===== config.mk =====
export PLATFORM = sky130hd
export DESIGN_NAME = keyed_fifo_search_purge
export DESIGN_NICKNAME = d
export VERILOG_FILES = /design/src/kfsp_pkg.sv /design/src/kfsp_ram.sv /design/src/keyed_fifo_search_purge.sv
export SDC_FILE = /design/constraint.sdc
export NUM_CORES = 2
export LEC_CHECK = 0
export BUFFER_PORTS_ARGS = -buffer_cell sky130_fd_sc_hd__buf_2
export CAP_MARGIN = 15
export CORE_MARGIN = 4
export CORE_UTILIZATION = 30
export DETAILED_ROUTE_END_ITERATION = 12
export GPL_TIMING_DRIVEN = 1
export SLEW_MARGIN = 20
export SYNTH_ARGS = -nofsm -noshare
export SYNTH_HDL_FRONTEND = slang
export SYNTH_SLANG_ARGS = --single-unit

===== constraint.sdc =====
create_clock -name clk -period 7.28 [get_ports clk]
set_input_delay 1.82 -clock clk [delete_from_list [all_inputs] [get_ports clk]]
set_output_delay 1.82 -clock clk [all_outputs]
set_load 0.01 [all_outputs]

===== src/kfsp_pkg.sv =====
package kfsp_pkg;

  localparam int unsigned KEY_W         = 32;
  localparam int unsigned HANDLE_W      = 16;
  localparam int unsigned CNT_OUT_W     = 7;
  localparam int unsigned CAP_W         = 7;
  localparam int unsigned DEPTH_DEFAULT = 64;
  localparam logic [CAP_W-1:0] CAP_RESET = 7'd64;

  typedef enum logic [1:0] {
    OP_ENQ    = 2'd0,
    OP_DEQ    = 2'd1,
    OP_COUNT  = 2'd2,
    OP_REMOVE = 2'd3
  } op_t;

  typedef enum logic [1:0] {
    ST_OK       = 2'd0,
    ST_EMPTY    = 2'd1,
    ST_FULL     = 2'd2,
    ST_NOTFOUND = 2'd3
  } status_t;

  typedef enum logic [1:0] {
    S_IDLE,
    S_DEQ,
    S_SCAN
  } state_t;

  typedef struct packed {
    op_t                 opcode;
    logic [KEY_W-1:0]    entry_key;
    logic [HANDLE_W-1:0] record_handle;
  } cmd_t;

  typedef struct packed {
    logic [KEY_W-1:0]     out_key;
    logic [HANDLE_W-1:0]  out_record;
    logic [CNT_OUT_W-1:0] match_count;
    logic [CNT_OUT_W-1:0] occupancy;
    status_t              status;
  } result_t;

endpackage


===== src/kfsp_ram.sv =====
module kfsp_ram #(
  parameter int unsigned WIDTH = 8,
  parameter int unsigned DEPTH = 64
) (
  input  logic                     clk,
  input  logic                     we,
  input  logic [$clog2(DEPTH)-1:0] waddr,
  input  logic [WIDTH-1:0]         wdata,
  input  logic [$clog2(DEPTH)-1:0] raddr,
  output logic [WIDTH-1:0]         rdata
);

  logic [WIDTH-1:0] mem [DEPTH];

  always_ff @(posedge clk) begin
    if (we) begin
      mem[waddr] <= wdata;
    end
    rdata <= mem[raddr];
  end

endmodule


===== src/keyed_fifo_search_purge.sv =====
// channel   | direction | handshake                        | payload
// ----------+-----------+----------------------------------+----------------------------
// command   | in        | start high while busy low        | cmd (opcode, key, handle)
// result    | out       | done high for one cycle          | result (key, record, counts,
//           |           |                                  | status)
// config    | in        | cfg_valid and cfg_ready          | cfg_data (capacity limit)
//
// cycles: enqueue, a refused enqueue and any request on an empty queue give their
// result in the cycle after acceptance; dequeue passes through S_DEQ (one ring memory read);
// count and remove walk every stored entry in S_SCAN, since the single read port
// of the ring memory delivers one entry per cycle during the walk.
// busy is high while a dequeue, count or remove is in S_DEQ or S_SCAN, and low again
// in the cycle done rises; a new request may be accepted in the same cycle as done.
// reset: rst is synchronous; it empties the queue and sets the capacity limit to 64.
// the store contents are not cleared, an empty queue never reads them.
// stalls: the receiver cannot stall, each result is shown exactly once.
module keyed_fifo_search_purge
  import kfsp_pkg::*;
#(
  parameter int unsigned DEPTH = DEPTH_DEFAULT
) (
  input  logic             clk,
  input  logic             rst,
  // request channel
  input  logic             start,
  output logic             busy,
  input  cmd_t             cmd,
  // result channel
  output logic             done,
  output result_t          result,
  // capacity limit register
  input  logic             cfg_valid,
  output logic             cfg_ready,
  input  logic [CAP_W-1:0] cfg_data
);

  localparam int unsigned IDX_W = $clog2(DEPTH);
  localparam int unsigned CNT_W = $clog2(DEPTH + 1);
  localparam int unsigned LIM_W = (CNT_W > CAP_W) ? CNT_W : CAP_W;
  localparam int unsigned RAM_W = KEY_W + HANDLE_W;

  // ring successor, wraps at the store depth (need not be a power of two)
  function automatic logic [IDX_W-1:0] ring_next(input logic [IDX_W-1:0] i);
    logic [IDX_W-1:0] r;
    r = (i == IDX_W'(DEPTH - 1)) ? '0 : i + 1'b1;
    return r;
  endfunction

  // control state
  state_t             state, state_next;
  logic [IDX_W-1:0]   head, head_next;
  logic [IDX_W-1:0]   tail, tail_next;
  logic [CNT_W-1:0]   count, count_next;
  logic [CAP_W-1:0]   capacity;
  logic               done_next;

  // scan bookkeeping for count and remove
  logic [IDX_W-1:0]   rd_ptr, rd_ptr_next;   // next entry to read
  logic [IDX_W-1:0]   wr_ptr, wr_ptr_next;   // next slot for a survivor
  logic [CNT_W-1:0]   issued, issued_next;   // reads launched so far
  logic [CNT_W-1:0]   kept, kept_next;       // survivors written back
  logic [CNT_W-1:0]   match_cnt, match_cnt_next;
  logic [KEY_W-1:0]   key_q, key_q_next;
  logic               is_remove, is_remove_next;
  result_t            result_next;

  // ring memory port
  logic               ram_we;
  logic [IDX_W-1:0]   ram_waddr;
  logic [RAM_W-1:0]   ram_wdata;
  logic [IDX_W-1:0]   ram_raddr;
  logic [RAM_W-1:0]   ram_rdata;
  logic [KEY_W-1:0]   rd_key;
  logic [HANDLE_W-1:0] rd_handle;

  // scan step terms
  logic               accept;
  logic               full;
  logic [LIM_W-1:0]   limit;
  logic               issue;
  logic               hit;
  logic               keep;
  logic [CNT_W-1:0]   match_cnt_sum;
  logic [CNT_W-1:0]   kept_sum;
  logic [IDX_W-1:0]   wr_ptr_sum;

  kfsp_ram #(
    .WIDTH (RAM_W),
    .DEPTH (DEPTH)
  ) u_ring (
    .clk   (clk),
    .we    (ram_we),
    .waddr (ram_waddr),
    .wdata (ram_wdata),
    .raddr (ram_raddr),
    .rdata (ram_rdata)
  );

  assign rd_key    = ram_rdata[RAM_W-1 -: KEY_W];
  assign rd_handle = ram_rdata[HANDLE_W-1:0];

  assign busy      = (state != S_IDLE);
  assign accept    = start && !busy;
  // user must write config only while idle; not enforced, so the register is always open
  assign cfg_ready = 1'b1;

  // limit in force saturates at the store depth
  always_comb begin
    if (LIM_W'(capacity) > LIM_W'(DEPTH)) begin
      limit = LIM_W'(DEPTH);
    end else begin
      limit = LIM_W'(capacity);
    end
  end
  assign full = (LIM_W'(count) >= limit);

  // one scan step: the read launched last cycle is on ram_rdata now
  assign issue         = (issued != count);
  assign hit           = (rd_key == key_q);
  assign keep          = is_remove && !hit;
  assign match_cnt_sum = match_cnt + CNT_W'(hit);
  assign kept_sum      = kept + CNT_W'(keep);
  assign wr_ptr_sum    = keep ? ring_next(wr_ptr) : wr_ptr;

  always_comb begin
    state_next     = state;
    head_next      = head;
    tail_next      = tail;
    count_next     = count;
    rd_ptr_next    = rd_ptr;
    wr_ptr_next    = wr_ptr;
    issued_next    = issued;
    kept_next      = kept;
    match_cnt_next = match_cnt;
    key_q_next     = key_q;
    is_remove_next = is_remove;
    result_next    = result;
    done_next      = 1'b0;
    ram_we         = 1'b0;
    ram_waddr      = tail;
    ram_wdata      = {cmd.entry_key, cmd.record_handle};
    ram_raddr      = head;

    unique case (state)
      S_IDLE: begin
        // head is on the read address so dequeue and scan start at once
        if (accept) begin
          result_next.out_key     = '0;
          result_next.out_record  = '0;
          result_next.match_count = '0;
          result_next.occupancy   = CNT_OUT_W'(count);
          result_next.status      = ST_OK;
          if (cmd.opcode == OP_ENQ) begin
            done_next = 1'b1;
            if (full) begin
              result_next.status = ST_FULL;
            end else begin
              ram_we                = 1'b1;
              tail_next             = ring_next(tail);
              count_next            = count + 1'b1;
              result_next.occupancy = CNT_OUT_W'(count + 1'b1);
            end
          end else if (count == '0) begin
            done_next          = 1'b1;
            result_next.status = ST_EMPTY;
          end else if (cmd.opcode == OP_DEQ) begin
            state_next = S_DEQ;
          end else begin
            // walk from head; the first read is already launched
            state_next     = S_SCAN;
            rd_ptr_next    = ring_next(head);
            issued_next    = CNT_W'(1);
            wr_ptr_next    = head;
            kept_next      = '0;
            match_cnt_next = '0;
            key_q_next     = cmd.entry_key;
            is_remove_next = (cmd.opcode == OP_REMOVE);
          end
        end
      end

      S_DEQ: begin
        result_next.out_key     = rd_key;
        result_next.out_record  = rd_handle;
        result_next.match_count = '0;
        result_next.occupancy   = CNT_OUT_W'(count - 1'b1);
        result_next.status      = ST_OK;
        head_next               = ring_next(head);
        count_next              = count - 1'b1;
        done_next               = 1'b1;
        state_next              = S_IDLE;
      end

      S_SCAN: begin
        ram_raddr = rd_ptr;
        if (issue) begin
          rd_ptr_next = ring_next(rd_ptr);
          issued_next = issued + 1'b1;
        end
        // survivors pack down behind the read pointer, never ahead of it
        if (keep) begin
          ram_we    = 1'b1;
          ram_waddr = wr_ptr;
          ram_wdata = ram_rdata;
        end
        wr_ptr_next    = wr_ptr_sum;
        kept_next      = kept_sum;
        match_cnt_next = match_cnt_sum;
        if (!issue) begin
          // last entry is in hand: finish
          done_next               = 1'b1;
          state_next              = S_IDLE;
          result_next.out_key     = '0;
          result_next.out_record  = '0;
          result_next.match_count = CNT_OUT_W'(match_cnt_sum);
          result_next.occupancy   = CNT_OUT_W'(count);
          result_next.status      = ST_OK;
          if (match_cnt_sum == '0) begin
            result_next.status = ST_NOTFOUND;
          end else if (is_remove) begin
            count_next            = kept_sum;
            tail_next             = wr_ptr_sum;
            result_next.occupancy = CNT_OUT_W'(kept_sum);
          end
        end
      end

      default: begin
        state_next = S_IDLE;
      end
    endcase
  end

  // state register
  always_ff @(posedge clk) begin
    if (rst) begin
      state <= S_IDLE;
    end else begin
      state <= state_next;
    end
  end

  // queue pointers, result strobe and capacity register
  always_ff @(posedge clk) begin
    if (rst) begin
      head     <= '0;
      tail     <= '0;
      count    <= '0;
      done     <= 1'b0;
      capacity <= CAP_RESET;
    end else begin
      head  <= head_next;
      tail  <= tail_next;
      count <= count_next;
      done  <= done_next;
      if (cfg_valid && cfg_ready) begin
        capacity <= cfg_data;
      end
    end
  end

  // scan working registers and result payload
  always_ff @(posedge clk) begin
    rd_ptr    <= rd_ptr_next;
    wr_ptr    <= wr_ptr_next;
    issued    <= issued_next;
    kept      <= kept_next;
    match_cnt <= match_cnt_next;
    key_q     <= key_q_next;
    is_remove <= is_remove_next;
    result    <= result_next;
  end

`ifndef NO_ASSERTIONS
  // a result only follows an accepted request or the end of a multi-cycle one
  a_done_source: assert property (@(posedge clk) disable iff (rst)
    done |-> $past(accept || state == S_DEQ || state == S_SCAN))
    else $error("result strobe without a request in flight");

  // an enqueue at the limit is refused in the very next cycle
  a_full_refused: assert property (@(posedge clk) disable iff (rst)
    (accept && cmd.opcode == OP_ENQ && full) |=> (done && result.status == ST_FULL
      && count == $past(count)))
    else $error("enqueue at limit not refused");

  // compaction never writes more survivors than entries held
  a_scan_bounds: assert property (@(posedge clk) disable iff (rst)
    (state == S_SCAN) |-> (kept < count && issued <= count && count != '0))
    else $error("scan counters out of range");

  // occupancy never exceeds the store depth
  a_count_depth: assert property (@(posedge clk) disable iff (rst)
    $past(!rst) |-> (count <= CNT_W'(DEPTH)))
    else $error("occupancy beyond store depth");
`endif

endmodule

==> flow_summary.yaml <==
min_path:
  hold_path_class: "flop to flop"
timing:
  worst_pin_slew_ps: 1160
  drv_slew: 0
  min_period_ps: 6250
  fmax_mhz: 160
  setup_tns_ps: 0
  max-slew-margin-rel_pct: 22.7
  fin_ws_ps: 1030
  rsz0062_at_grt: "false"
  setup_violations: 0
  fin_skew_ps: 56.1
  whs_ps: 511
  hold_viol_final: 0
  post-route-period-util_pct: 85.9
yosys:
  syn_avg_cell_area_um2: 22.2
  synth_top_area_share_pct: 76.9
  ys_types: 66
  syn-cell-area_um2: 125000
  yosysWarnings: 0
  ys_ff_latch: 3279
  yosys.area.top_type: "edfxtp_1"
  synth_ff_type: "edfxtp_1"
  yosysSeqAreaShare_pct: 78.2
  synth_area_leaders: "edfxtp_1, mux4_2, dfxtp_1"
  synth-async-reset-ratio_pct: 0
  synth_edf_count: 3202
  netlist_instances: 5621
  synth_fp_nets: 5705
die:
  chipHeight_um: 653
  start_util_pct: 30.2
  core_um2: 414000
  chipWidth_um: 653
  io_pins: 128
  die_area_um2: 427000
  rows: 236
routing:
  drcViolationCount: 0
  ant_nets: 0
  routed_wl_um: 345000
  wire_per_inst_um: 29.4
  drtIter0Drc: 8432
  via_per_inst: 5.28
  vias: 62000
  first_pass_iters: 6
clock_tree:
  clkTransAtPathRegs_ps: 60
  cts_made_buffers: 332
  cts_setup_buffers: 0
  cts_root_buf: "clkbuf_16"
  cts.hold.buffers_added: 0
  cts_tree: "yes"
  clock_latency_ps: 880
  clock_path_buffers: 4
  htreeDepth: 5
  cts.sinks: 3279
  post_cts_resized: 0
flow_run:
  drv_cap: 0
global_routing:
  grt.overflow.total: 0
  antenna_found_initial: 17
  grt_pass1_vias: 62100
  grt_pass1_wl_um: 486000
  track_usage_pct: 15.8
  grt_max_degree: 126
critical_path:
  crit_path_start_kind: "flop"
  path_buf_inv: 1
  slowest_stage: "nor2_4"
  worstSetupPathType: "flop to flop"
  critPathMaxStageDelay_ps: 990
  cp-end-kind: "flop"
  cp_max_fo: 29
  worstPathRequired_ps: 7790
  path_delay_family: "simple AND/OR/NAND/NOR gates"
  crit_chain: "xor2_1, nor4_1, nand4_1, o211a_4, mux2i_1, nand2_1, nor2_4, buf_4"
  arrival_ps: 6760
run_status:
  status: "finished clean"
place:
  post-place-ws_ps: 910
  place_inst: 11100
  gp_congestion: 0.831
  io_buffers: 126
  placed_cell_area_um2: 134000
  detailedPlacementHpwl_um: 208000
cells_and_area:
  stdcell_count: 11800
  final_layout_size_suffix_gt1_share_pct: 27.8
  final_common_cell: "edfxtp_1"
  n_fill_cell: 38000
  fin_util_pct: 34.9
  final_area_um2: 144000
  finalNetCount: 6083
  synthToLayoutAreaGrowth_pct: 15.5
  final_cell_mix: "edfxtp_1, mux4_2, clkbuf_16, buf_4, a22oi_1"
pwr:
  leakage_nw: 44.5
  fin_total_pwr_mw: 52.3
  p_per_area_nw_per_um2: 362
  peakVddDrop_uv: 261
[worst reg2reg max path, cell delays in order (launching register included)]
cell and delay (ps):
dfxtp_1 910, xor2_1 300, nor4_1 570, nand4_1 780, o211a_4 710, mux2i_1 510, nand2_1 590, nor2_4 1000
buf_4 500
[logic make-up (layout without fill, tap and decap cells)]
| logic type | after synthesis | after routing | share of synthesized area, % |
|---|---|---|---|
| flops | 3279 | 3279 | 78.2 |
| mux | 848 | 848 | 14.5 |
| compound gates | 630 | 630 | 3.76 |
| simple gates | 432 | 432 | 1.64 |
| buf+inv | 336 | 985 | 1.14 |
| xor+xnor | 72 | 72 | 0.505 |
| fa+ha+maj | 23 | 23 | 0.230 |
| other cells | 1 | 9 | 0.00300 |
[registers in the layout, indices dropped and copies added, names as in the netlist]
name / flops
u_ring.mem: 3072
result: 64
u_ring.rdata: 48
key_q: 32
capacity: 7
count: 7
issued: 7
kept: 7
match_cnt: 7
head: 6
rd_ptr: 6
tail: 6
wr_ptr: 6
state: 2
done: 1
is_remove: 1
[per-layer routing]
layer	global-route usage, %	vias to the layer above	wire length [um]
met1	20.6	33700	132000
met5	0	-	0
met2	26.9	3068	174000
li1	-	24800	-
met4	4.84	0	11300
met3	2.66	494	27900
[worst paths after layout]
kind | slack, ps | endpoint | cells past startpoint | start
min | 510 | capacity[0]$_SDFFE_PP0P_ | 2 | capacity[0]$_SDFFE_PP0P_
min reg2reg | 510 | capacity[0]$_SDFFE_PP0P_ | 2 | capacity[0]$_SDFFE_PP0P_
max | 1030 | u_ring.mem[22][26]$_DFFE_PP_ | 8 | u_ring.rdata[38]$_DFF_P_
max reg2reg | 1030 | u_ring.mem[22][26]$_DFFE_PP_ | 8 | u_ring.rdata[38]$_DFF_P_
[area by class of cell]
class                   instances  area [um^2]  area share (%)
flip-flops and latches       3279        97700            67.7
multi-input cells            2006        26600            18.4
clock buffers                 431         8920            6.18
well taps                    5474         6850            4.75
repair buffers                358         2720            1.89
clock inverters               174         1450            1.00
inverters                      22         85.1          0.0590
diodes                          8         20.0          0.0139
[cells in the mapped netlist, types with 47 or more instances]
cell         n
edfxtp_1  3202
mux4_2     768
a22oi_1    195
nor2_1     173
clkbuf_1   152
a21oi_1    120
buf_2      104
a221oi_1    94
a22o_1      94
nand2_1     83
dfxtp_1     77
and2_1      64
mux2_2      58
buf_1       49
o221ai_1    47
xor2_1      47
[power by group]
part           total (mW)  internal (mW)  switching (mW)
Sequential           22.9           22.2           0.615
Combinational        13.0           4.72            8.28
Clock                16.4           9.35            7.10
(Power assumes the default switching activity.)
